<file path="src/rtl/bae_pkg.sv">
`default_nettype none

package bae_pkg;

   // Field widths
   localparam int BOUND_WIDTH  = 32;
   localparam int PROB_WIDTH   = 12;
   localparam int COUNT_WIDTH  = 24;
   localparam int FOLLOW_WIDTH = 24;

   // Multiplier digit size and number of digit steps per split
   localparam int DIGIT_WIDTH  = 4;
   localparam int MUL_STEPS    = PROB_WIDTH / DIGIT_WIDTH;
   localparam int ACC_WIDTH    = BOUND_WIDTH + PROB_WIDTH;

   // Loop limits
   localparam int MAX_EMITS    = 16;
   localparam int MAX_STRADDLE = 32;

   // Request codes
   localparam logic REQ_ENCODE = 1'b0;
   localparam logic REQ_FINISH = 1'b1;

endpackage

`default_nettype wire

</file>
<file path="src/rtl/bae_if.sv">
`default_nettype none

// Request channel: one coding request per item
interface bae_req_if import bae_pkg::*; ();
   logic                  valid;
   logic                  ready;
   logic                  req_type;
   logic                  code_bit;
   logic [PROB_WIDTH-1:0] prob;

   modport source (output valid, req_type, code_bit, prob, input ready);
   modport sink   (input valid, req_type, code_bit, prob, output ready);
endinterface

// Response channel: one emitted lead bit per item
interface bae_rsp_if import bae_pkg::*; ();
   logic                    valid;
   logic                    ready;
   logic                    lead_bit;
   logic [FOLLOW_WIDTH-1:0] follow_count;
   logic                    last_of_run;
   logic                    count_overflow;

   modport source (output valid, lead_bit, follow_count, last_of_run, count_overflow,
                   input ready);
   modport sink   (input valid, lead_bit, follow_count, last_of_run, count_overflow,
                   output ready);
endinterface

`default_nettype wire

</file>
<file path="src/rtl/binary_arithmetic_encoder.sv">
`default_nettype none

// Channel   Port  Direction  Payload
// --------  ----  ---------  ---------------------------------------------------
// request   req   in         req_type, code_bit, prob[11:0]
// response  rsp   out        lead_bit, follow_count[23:0], last_of_run, count_overflow
//
// One item at a time. An encode passes through the accept step, the digit steps
// of the 32x4 digit multiplier, the split, the emission of each agreeing bit and
// a step to leave emission, the middle-straddle shifts and a closing step. A
// finish passes through the accept and flush steps.
// Reset is synchronous and restores the full interval with no pending bits.
// A stalled response holds the renormalization loop until the output frees up;
// a new item is taken while the last response still waits.

module binary_arithmetic_encoder import bae_pkg::*; (
   input  wire       clock,
   input  wire       reset,
   bae_req_if.sink   req,
   bae_rsp_if.source rsp
);

   typedef enum logic [2:0] {
      ST_IDLE,
      ST_MUL,
      ST_SPLIT,
      ST_EMIT,
      ST_STRADDLE,
      ST_FLUSH
   } state_type;

   localparam logic [COUNT_WIDTH-1:0]  COUNT_MAX  = {COUNT_WIDTH{1'b1}};
   localparam logic [FOLLOW_WIDTH-1:0] FOLLOW_MAX = {FOLLOW_WIDTH{1'b1}};
   localparam int STEP_BITS  = $clog2(MUL_STEPS);
   localparam int EMIT_BITS  = $clog2(MAX_EMITS) + 1;
   localparam int GUARD_BITS = $clog2(MAX_STRADDLE) + 1;

   state_type               state_ff, state_in;
   logic [BOUND_WIDTH-1:0]  low_ff, low_in;
   logic [BOUND_WIDTH-1:0]  high_ff, high_in;
   logic [COUNT_WIDTH-1:0]  pending_ff, pending_in;
   logic                    ovf_seen_ff, ovf_seen_in;
   logic [BOUND_WIDTH-1:0]  range_ff, range_in;
   logic [PROB_WIDTH-1:0]   prob_ff, prob_in;
   logic [ACC_WIDTH-1:0]    acc_ff, acc_in;
   logic [STEP_BITS-1:0]    step_ff, step_in;
   logic                    bit_ff, bit_in;
   logic [EMIT_BITS-1:0]    emit_cnt_ff, emit_cnt_in;
   logic [GUARD_BITS-1:0]   guard_ff, guard_in;
   logic                    rsp_valid_ff, rsp_valid_in;
   logic                    lead_ff, lead_in;
   logic [FOLLOW_WIDTH-1:0] follow_ff, follow_in;
   logic                    last_ff, last_in;
   logic                    cnt_ovf_ff, cnt_ovf_in;

   logic                         accept;
   logic                         rsp_free;
   logic [DIGIT_WIDTH-1:0]       digit;
   logic [BOUND_WIDTH+DIGIT_WIDTH-1:0] partial;
   logic [BOUND_WIDTH-1:0]       mid;
   logic                         pend_full;
   logic [COUNT_WIDTH-1:0]       pend_inc;
   logic                         ovf_inc;
   logic [COUNT_WIDTH-1:0]       cnt_src;
   logic                         ovf_src;
   logic                         clip;
   logic                         top_agree;
   logic                         straddle;

   assign accept   = req.valid && req.ready;
   assign rsp_free = !rsp_valid_ff || rsp.ready;

   // One multiplier digit per cycle, most significant first
   assign digit   = prob_ff[PROB_WIDTH-1 -: DIGIT_WIDTH];
   assign partial = range_ff * digit;
   assign mid     = low_ff + acc_ff[ACC_WIDTH-1:PROB_WIDTH];

   // Saturating pending increment
   assign pend_full = (pending_ff == COUNT_MAX);
   assign pend_inc  = pend_full ? COUNT_MAX : pending_ff + 1'b1;
   assign ovf_inc   = ovf_seen_ff || pend_full;

   // Follow count clipped to the output field
   assign cnt_src = (state_ff == ST_FLUSH) ? pend_inc : pending_ff;
   assign ovf_src = (state_ff == ST_FLUSH) ? ovf_inc : ovf_seen_ff;
   assign clip    = (32'(cnt_src) > 32'(FOLLOW_MAX));

   assign top_agree = (low_ff[BOUND_WIDTH-1] == high_ff[BOUND_WIDTH-1]) &&
                      (emit_cnt_ff < EMIT_BITS'(MAX_EMITS));
   assign straddle  = (low_ff[BOUND_WIDTH-1] || low_ff[BOUND_WIDTH-2]) &&
                      !(high_ff[BOUND_WIDTH-1] && high_ff[BOUND_WIDTH-2]) &&
                      (guard_ff < GUARD_BITS'(MAX_STRADDLE));

   // Next-state logic
   always_comb begin
      state_in     = state_ff;
      low_in       = low_ff;
      high_in      = high_ff;
      pending_in   = pending_ff;
      ovf_seen_in  = ovf_seen_ff;
      range_in     = range_ff;
      prob_in      = prob_ff;
      acc_in       = acc_ff;
      step_in      = step_ff;
      bit_in       = bit_ff;
      emit_cnt_in  = emit_cnt_ff;
      guard_in     = guard_ff;
      rsp_valid_in = rsp_valid_ff && !rsp.ready;
      lead_in      = lead_ff;
      follow_in    = follow_ff;
      last_in      = last_ff;
      cnt_ovf_in   = cnt_ovf_ff;

      case (state_ff)
         ST_IDLE: begin
            if (accept) begin
               if (req.req_type == REQ_FINISH) begin
                  state_in = ST_FLUSH;
               end else begin
                  range_in = high_ff - low_ff;
                  prob_in  = (req.prob == '0) ? PROB_WIDTH'(1) : req.prob;
                  acc_in   = '0;
                  step_in  = '0;
                  bit_in   = req.code_bit;
                  state_in = ST_MUL;
               end
            end
         end

         ST_MUL: begin
            acc_in  = {acc_ff[ACC_WIDTH-DIGIT_WIDTH-1:0], {DIGIT_WIDTH{1'b0}}} +
                      ACC_WIDTH'(partial);
            prob_in = {prob_ff[PROB_WIDTH-DIGIT_WIDTH-1:0], {DIGIT_WIDTH{1'b0}}};
            step_in = step_ff + 1'b1;
            if (step_ff == STEP_BITS'(MUL_STEPS - 1)) begin
               state_in = ST_SPLIT;
            end
         end

         ST_SPLIT: begin
            if (bit_ff) begin
               low_in = mid + 1'b1;
            end else begin
               high_in = mid;
            end
            emit_cnt_in = '0;
            state_in    = ST_EMIT;
         end

         ST_EMIT: begin
            if (top_agree) begin
               if (rsp_free) begin
                  rsp_valid_in = 1'b1;
                  lead_in      = low_ff[BOUND_WIDTH-1];
                  follow_in    = clip ? FOLLOW_MAX : FOLLOW_WIDTH'(cnt_src);
                  cnt_ovf_in   = ovf_src || clip;
                  last_in      = (low_ff[BOUND_WIDTH-2] != high_ff[BOUND_WIDTH-2]) ||
                                 (emit_cnt_ff == EMIT_BITS'(MAX_EMITS - 1));
                  pending_in   = '0;
                  ovf_seen_in  = 1'b0;
                  low_in       = {low_ff[BOUND_WIDTH-2:0], 1'b0};
                  high_in      = {high_ff[BOUND_WIDTH-2:0], 1'b1};
                  emit_cnt_in  = emit_cnt_ff + 1'b1;
               end
            end else begin
               guard_in = '0;
               state_in = ST_STRADDLE;
            end
         end

         ST_STRADDLE: begin
            if (straddle) begin
               pending_in  = pend_inc;
               ovf_seen_in = ovf_inc;
               low_in      = {1'b0, low_ff[BOUND_WIDTH-3:0], 1'b0};
               high_in     = {1'b1, high_ff[BOUND_WIDTH-3:0], 1'b1};
               guard_in    = guard_ff + 1'b1;
            end else begin
               state_in = ST_IDLE;
            end
         end

         ST_FLUSH: begin
            if (rsp_free) begin
               rsp_valid_in = 1'b1;
               lead_in      = low_ff[BOUND_WIDTH-2];
               follow_in    = clip ? FOLLOW_MAX : FOLLOW_WIDTH'(cnt_src);
               cnt_ovf_in   = ovf_src || clip;
               last_in      = 1'b1;
               low_in       = '0;
               high_in      = '1;
               pending_in   = '0;
               ovf_seen_in  = 1'b0;
               state_in     = ST_IDLE;
            end
         end

         default: begin
            state_in = ST_IDLE;
         end
      endcase
   end

   // State and registered outputs
   always_ff @(posedge clock) begin
      if (reset) begin
         state_ff     <= ST_IDLE;
         low_ff       <= '0;
         high_ff      <= '1;
         pending_ff   <= '0;
         ovf_seen_ff  <= 1'b0;
         rsp_valid_ff <= 1'b0;
      end else begin
         state_ff     <= state_in;
         low_ff       <= low_in;
         high_ff      <= high_in;
         pending_ff   <= pending_in;
         ovf_seen_ff  <= ovf_seen_in;
         rsp_valid_ff <= rsp_valid_in;
      end
      range_ff    <= range_in;
      prob_ff     <= prob_in;
      acc_ff      <= acc_in;
      step_ff     <= step_in;
      bit_ff      <= bit_in;
      emit_cnt_ff <= emit_cnt_in;
      guard_ff    <= guard_in;
      lead_ff     <= lead_in;
      follow_ff   <= follow_in;
      last_ff     <= last_in;
      cnt_ovf_ff  <= cnt_ovf_in;
   end

   assign req.ready          = (state_ff == ST_IDLE);
   assign rsp.valid          = rsp_valid_ff;
   assign rsp.lead_bit       = lead_ff;
   assign rsp.follow_count   = follow_ff;
   assign rsp.last_of_run    = last_ff;
   assign rsp.count_overflow = cnt_ovf_ff;

   // Between items the bounds straddle the midpoint on opposite sides
   a_idle_bounds: assert property (@(posedge clock) disable iff (reset)
      (state_ff == ST_IDLE) |-> (!low_ff[BOUND_WIDTH-1] && high_ff[BOUND_WIDTH-1]))
      else $error("bounds share a top bit while idle");

   // The overflow flag is only set with the pending count pinned at its maximum
   a_ovf_sat: assert property (@(posedge clock) disable iff (reset)
      ovf_seen_ff |-> (pending_ff == COUNT_MAX))
      else $error("overflow flag set below saturation");

   // A flush leaves the encoder in its reset state
   a_flush_reset: assert property (@(posedge clock) disable iff (reset)
      (state_ff == ST_FLUSH && rsp_free) |=>
         (low_ff == '0 && high_ff == '1 && pending_ff == '0 && !ovf_seen_ff))
      else $error("flush did not restore the interval");

   // A finish request always produces a last-of-run item
   a_flush_last: assert property (@(posedge clock) disable iff (reset)
      (state_ff == ST_FLUSH && rsp_free) |=> (rsp_valid_ff && last_ff))
      else $error("flush item not marked last");

endmodule

`default_nettype wire

</file>
<file path="src/flat_wrapper.sv">
// flat-port wrapper written by rule: the top's interface ports become plain ports
module binary_arithmetic_encoder_flat import bae_pkg::*;
  (clock, reset, req_valid, req_req_type, req_code_bit, req_prob, req_ready, rsp_valid, rsp_lead_bit, rsp_follow_count, rsp_last_of_run, rsp_count_overflow, rsp_ready);
  bae_req_if req_i ();
  bae_rsp_if rsp_i ();
  input  wire clock;
  input  wire reset;
  input wire logic [$bits(req_i.valid)-1:0] req_valid;
  input wire logic [$bits(req_i.req_type)-1:0] req_req_type;
  input wire logic [$bits(req_i.code_bit)-1:0] req_code_bit;
  input wire logic [$bits(req_i.prob)-1:0] req_prob;
  output wire logic [$bits(req_i.ready)-1:0] req_ready;
  output wire logic [$bits(rsp_i.valid)-1:0] rsp_valid;
  output wire logic [$bits(rsp_i.lead_bit)-1:0] rsp_lead_bit;
  output wire logic [$bits(rsp_i.follow_count)-1:0] rsp_follow_count;
  output wire logic [$bits(rsp_i.last_of_run)-1:0] rsp_last_of_run;
  output wire logic [$bits(rsp_i.count_overflow)-1:0] rsp_count_overflow;
  input wire logic [$bits(rsp_i.ready)-1:0] rsp_ready;
  assign req_i.valid = req_valid;
  assign req_i.req_type = req_req_type;
  assign req_i.code_bit = req_code_bit;
  assign req_i.prob = req_prob;
  assign req_ready = req_i.ready;
  assign rsp_valid = rsp_i.valid;
  assign rsp_lead_bit = rsp_i.lead_bit;
  assign rsp_follow_count = rsp_i.follow_count;
  assign rsp_last_of_run = rsp_i.last_of_run;
  assign rsp_count_overflow = rsp_i.count_overflow;
  assign rsp_i.ready = rsp_ready;
  binary_arithmetic_encoder u_core (.clock(clock), .reset(reset), .req(req_i), .rsp(rsp_i));
endmodule
</file>
<file path="config.mk">
export PLATFORM = sky130hd
export DESIGN_NAME = binary_arithmetic_encoder_flat
export DESIGN_NICKNAME = d
export VERILOG_FILES = /design/src/rtl/bae_pkg.sv /design/src/rtl/bae_if.sv /design/src/rtl/binary_arithmetic_encoder.sv /design/src/flat_wrapper.sv
export SDC_FILE = /design/constraint.sdc
export NUM_CORES = 1
export LEC_CHECK = 0
export BUFFER_PORTS_ARGS = -buffer_cell sky130_fd_sc_hd__buf_2
export CAP_MARGIN = 20
export CORE_MARGIN = 1.5
export CORE_UTILIZATION = 40
export DETAILED_ROUTE_END_ITERATION = 10
export HOLD_SLACK_MARGIN = 0.03
export SLEW_MARGIN = 5
export SYNTH_ARGS = -nofsm -noshare
export SYNTH_HDL_FRONTEND = slang
export SYNTH_SLANG_ARGS = --single-unit
</file>
<file path="constraint.sdc">
create_clock -name clock -period 10.49 [get_ports clock]
set_input_delay 0.5245 -clock clock [delete_from_list [all_inputs] [get_ports clock]]
set_output_delay 0.5245 -clock clock [all_outputs]
set_load 0.02 [all_outputs]
</file>
After elaboration in Yosys (flattened, before gate mapping)
Index checks and enable logic that the tools add are counted.
W data, S select, Z words.
{"block": "totals", "rom_bits": 0, "latchBits": 0, "n_memories": 0, "out_inout_bits": 29, "ramBits": 0, "inputBits": 18, "reg_bits": 222, "wordCells": 144}
{"block": "classes", "bitwise_logic": 1, "add_sub_neg": 8, "n_reduce_logical": 31, "multipliers": 1, "muxes": 63, "shifts": 0, "magnitude_cmp": 2, "div": 0, "eq_ne": 21}
{"op": "$mux W32", "n": 10}
{"op": "$pmux W32 S4", "n": 2}
{"op": "$mux W24", "n": 7}
{"op": "$mux W44", "n": 2}
{"op": "$pmux W44 S2", "n": 1}
{"op": "$pmux W24 S3", "n": 1}
{"op": "$pmux W24 S2", "n": 1}
{"op": "$add A44 B36 Y44", "n": 1}
{"op": "$mul A32 B4 Y36", "n": 1}
{"op": "$mux W12", "n": 3}
{"op": "$add A32 B1 Y32 const B", "n": 1}
{"op": "$add A32 B32 Y32", "n": 1}
{"op": "$sub A32 B32 Y32", "n": 1}
{"op": "$add A24 B1 Y24 const B", "n": 1}
{"op": "$eq A24 B24 Y1 const B", "n": 1}
{"op": "$pmux W12 S2", "n": 1}
{"op": "$mux W3", "n": 6}
{"op": "$pmux W3 S6", "n": 1}
{"op": "$reduce_and A3 Y1", "n": 5}
{"op": "$mux W1", "n": 14}
{"op": "$logic_not A12 Y1", "n": 1}
{"op": "$mux W6", "n": 2}
{"op": "$ne A2 B1 Y1 const B", "n": 6}
{"op": "$pmux W6 S2", "n": 1}
{"op": "other kinds (31)", "n": 56}

Longest topological paths before layout
{"block": "logic_depth", "ltp_word": 6, "depth_mapped": 20, "mapped_depth_nobuf": 19}

Least setup slack after synthesis
No wires, ideal clock.
{"block": "synth_path", "path_type": "reg2reg", "from": "register u_core.state_ff[0]", "to": "register u_core.acc_ff[0], enable pin", "period_less_slack_ns": 5.349, "stages_incl_launch_ff": 5, "t_required_ns": 9.945, "arrival_time_ns": 4.804, "n_path_buf": 2, "setup_time_ns": 0.545, "slack_ns": 5.141, "cell_sequence": "dfxtp_1 -> clkbuf_1 -> clkbuf_1 -> a21oi_1 -> nor3_1"}
{"block": "synth_via", "elab_chain_cells": 4, "elab_cells_between_ends": 7, "classes_between": "eq/ne (3); reduce/logical (4)"}
{"element": "from (decl)", "line_no": "binary_arithmetic_encoder.sv:38", "rtl": "state_type state_ff, state_in;"}
{"element": "from (signal assigned)", "line_no": "binary_arithmetic_encoder.sv:214", "rtl": "state_ff <= state_in;"}
{"element": "$logic_not A3 Y1", "line_no": "binary_arithmetic_encoder.sv:114, binary_arithmetic_encoder.sv:234"}
{"element": "$logic_and A1 B1 Y1", "line_no": "binary_arithmetic_encoder.sv:70", "rtl": "assign accept = req.valid && req.ready;"}
{"element": "$ne A2 B2 Y1 (no source line)"}
{"element": "$reduce_and A3 Y1 (no source line) (*)"}
{"element": "to (signal assigned)", "line_no": "binary_arithmetic_encoder.sv:223", "rtl": "acc_ff <= acc_in;"}
{"element": "to (decl)", "line_no": "binary_arithmetic_encoder.sv:45", "rtl": "logic [ACC_WIDTH-1:0] acc_ff, acc_in;"}
Every way passes the cells marked *; elsewhere a longest branch is shown, timed or not.
A chain may end at the register's enable or synchronous reset.

Worst setup path in the final report
{"block": "layout_path", "from": "register u_core.prob_ff[9]", "to": "register u_core.acc_ff[42], data pin"}
{"block": "layout_via", "elab_chain_cells": 3}
{"element": "from (decl)", "line_no": "binary_arithmetic_encoder.sv:44", "rtl": "logic [PROB_WIDTH-1:0] prob_ff, prob_in;"}
{"element": "from (signal assigned)", "line_no": "binary_arithmetic_encoder.sv:222", "rtl": "prob_ff <= prob_in;"}
{"element": "$mul A32 B4 Y36", "line_no": "binary_arithmetic_encoder.sv:75", "rtl": "assign partial = range_ff * digit;"}
{"element": "$add A44 B36 Y44", "line_no": "binary_arithmetic_encoder.sv:131", "rtl": "acc_in = {acc_ff[ACC_WIDTH-DIGIT_WIDTH-1:0], {DIGIT_WIDTH{1'b0}}} +"}
{"element": "$pmux W44 S2", "line_no": "binary_arithmetic_encoder.sv:114", "rtl": "case (state_ff)"}
No other way between the ends.

==> flow_metrics.tcl <==
set metrics [dict create \
    grt.total_usage 0.2098 \
    first_global_vias 15212 \
    worstPathRequired_ns 10.90 \
    clock_latency_ns 0.57 \
    area.growth.synth_to_final_pct 9.090 \
    routed_wl_um 49910 \
    syn-cell-area_mm2 0.01855 \
    hpwl_um 37980 \
    min_period_over_period 0.5867 \
    worst_hold_path_type "input port to flip-flop" \
    final_util 0.4441 \
    core_area_mm2 0.04558 \
    grt_pass1_wl_um 80270 \
    post_cts_buffers 0 \
    critPathCaptureType "flip-flop" \
    ys_ff_latch 222 \
    drv_slew 0 \
    ir_drop_mv 0.2265 \
    globalRoute.totalOverflow 0 \
    p_sw_frac 0.4618 \
    fin_skew_ns 0.01196 \
    power_frac_clock 0.165 \
    htree_levels 1 \
    routabilityCongestion 0.9103 \
    yosys.cell_count.top_type "nor2_1" \
    p_total_w 0.005601 \
    p_leak_nw 8.198 \
    worstPathArrival_ns 6.57 \
    antenna_found_initial 0 \
    crit_path_max_fanout 32 \
    hold_viol_final 0 \
    stdcell_count 2776 \
    crit_chain "and2_1 > fa_1 > fa_1 > inv_1 > fa_1 > inv_1 > ha_1 > a21o_1 > a21oi_1 > o211a_1 > o41a_1 > o21ai_0 > a31oi_1 > o31ai_1 > a31oi_1 > or3_1 > a21oi_1" \
    cts_buffer_depth 3 \
    drc 0 \
    hold_ws_ns 0.1441 \
    antenna_cells 0 \
    num_vias 15718 \
    fp.dieArea_mm2 0.04769 \
    slowest_delay_ns 0.89 \
    fin_nets 2378 \
    status "complete, no violations" \
    max_cap_viol_count 0 \
    grt_max_degree 78 \
    synth-edff-count 129 \
    synth_ff_type "edfxtp_1" \
    synth_largest_area_cell "edfxtp_1" \
    synth_top_area_share 0.2088 \
    die-width_um 218.4 \
    drive_gt1_frac 0.06664 \
    ctsRootBufferMaster "clkbuf_16" \
    p_int_w 0.003015 \
    die_h_um 218.4 \
    setup_viol 0 \
    yosysSeqAreaShare 0.3091 \
    antenna_left 0 \
    cpMostUsedCell "fa_1" \
    post_cts_resized 0 \
    synthTopCellsByArea "edfxtp_1, dfxtp_1, fa_1" \
    wl_per_cell_um 17.98 \
    power.switching_w 0.002587 \
    cts_tree "yes" \
    synthCells 2149 \
    syn_nets 2372 \
    avgViaCountPerCell 5.662 \
    power_frac_comb 0.609 \
    critPathSlowestCell "edfxtp_1" \
    syn_area_per_cell_um2 8.634 \
    fin_setup_tns_ns 0 \
    fillers 4486 \
    drt-initial-drc-count 1212 \
    relSlewSlack 0.3586 \
    clk_pin_slew_worst_paths_ns 0.06 \
    core.rowCount 78 \
    port_buffers 46 \
    ys_types 84 \
    num_io_pins 47 \
    max_freq_mhz 162.5 \
    hold_buffers 0 \
    p_per_area_mw_per_mm2 276.7 \
    power_frac_seq 0.226 \
    rsz0062_at_grt "no" \
    cts_buffers 27 \
    synth_warnings 0 \
    start_util 0.4071 \
    clock-sinks 222 \
    timing_worst_slew_pin_value_ns 0.9500 \
    crit_type "flip-flop to flip-flop" \
    start_kind "flip-flop" \
    dp_cells 2725 \
    period_needed_ns 6.154 \
    synth_top_cells_by_count "nor2_1, inv_1, nand2_1, a21oi_1, edfxtp_1" \
    first_pass_iters 5 \
    async_flop_share 0 \
]
==> per-layer routing <==
metal | GRT usage | wire, µm | up-vias
met5 | 0 | 0 | -
met4 | 0.05241 | 1102 | 0
met3 | 0.04161 | 3422 | 71
met2 | 0.3190 | 21400 | 425
met1 | 0.3031 | 23980 | 7562
li1 | - | - | 7660
==> sequential cells by signal (all words and copies together), names as in the netlist <==
signal / flops
u_core.ovf_seen_ff: 1
u_core.high_ff: 32
u_core.rsp.count_overflow: 1
u_core.prob_ff: 12
u_core.pending_ff: 24
u_core.acc_ff: 44
u_core.rsp.last_of_run: 1
u_core.rsp.lead_bit: 1
u_core.bit_ff: 1
u_core.rsp.follow_count: 24
u_core.step_ff: 2
u_core.low_ff: 32
u_core.range_ff: 32
u_core.emit_cnt_ff: 5
u_core.rsp.valid: 1
u_core.state_ff: 3
u_core.guard_ff: 6
==> cell usage in the layout, fill, tap and decap left out, types with 20 or more instances in the layout <==
cell,instances
a211o_1,23
a211oi_1,33
a21o_1,40
a21oi_1,158
a221oi_1,21
a31oi_1,29
and2_1,126
and3_1,38
buf_2,46
buf_4,20
clkbuf_16,27
dfxtp_1,93
edfxtp_1,129
fa_1,93
ha_1,112
inv_1,202
nand2_1,161
nand3_1,50
nand4_1,22
nor2_1,206
nor3_1,57
o21a_1,22
o21ai_0,102
xnor2_1,48
xor2_1,40
==> power by group through the flow <==
| stage | Sequential, W | Combinational (W) | Clock (W) |
|---|---|---|---|
| 2_1_floorplan | 0.00118 | 0.00270 | 0 |
| 3_3_place_gp | 0.00128 | 0.00334 | 0 |
| 3_5_place_dp | 0.00127 | 0.00338 | 0 |
| 4_1_cts | 0.00126 | 0.00340 | 0.000949 |
| 5_1_grt | 0.00128 | 0.00386 | 0.000977 |
| 6_report | 0.00127 | 0.00341 | 0.000925 |
==> critical path: cells and delay by family (launching register included) <==
| kind | cells | cell delay, ns |
|---|---|---|
| fa+ha+maj | 4 | 1.83 |
| simple gates | 2 | 0.59 |
| flops | 1 | 0.89 |
| buf+inv | 2 | 0.11 |
| compound gates | 9 | 2.56 |
==> cells by family after synthesis <==
kind of cell	share of synthesized area
simple gates	0.2084
compound gates	0.1989
buf+inv	0.06002
flops	0.3091
fa+ha+maj	0.1759
xor+xnor	0.04154
mux	0.006137
==> through the flow <==
step | instance area [µm²] | worst slack (ns)
after floorplan | 18550 | 5.141
final | 20240 | 4.336
after detailed placement | 19370 | 4.327
after global routing | 20240 | 3.900
after global placement | 19370 | 4.415
after CTS | 20230 | 4.303
==> cell type report <==
type / count / area [µm²] / share of cell area
clock buffers: 43 / 785.8 / 0.03882
flip-flops and latches: 222 / 5736 / 0.2834
multi-input cells: 1634 / 11740 / 0.5799
repair buffers: 67 / 391.6 / 0.01935
clock inverters: 7 / 77.57 / 0.003833
inverters: 203 / 762.0 / 0.03765
well taps: 600 / 750.7 / 0.03709
==> final timing paths <==
check | startpoint | endpoint | cells after the start | slack [ns]
worst max-delay path | u_core.prob_ff[9] | u_core.acc_ff[42] | 17 | 4.34
worst min-delay path | req_code_bit | u_core.bit_ff | 1 | 0.14
worst max register to register | u_core.prob_ff[9] | u_core.acc_ff[42] | 17 | 4.34
worst min register to register | u_core.ovf_seen_ff | u_core.ovf_seen_ff | 2 | 0.47
No activity file was read; power rests on OpenSTA's default activity.
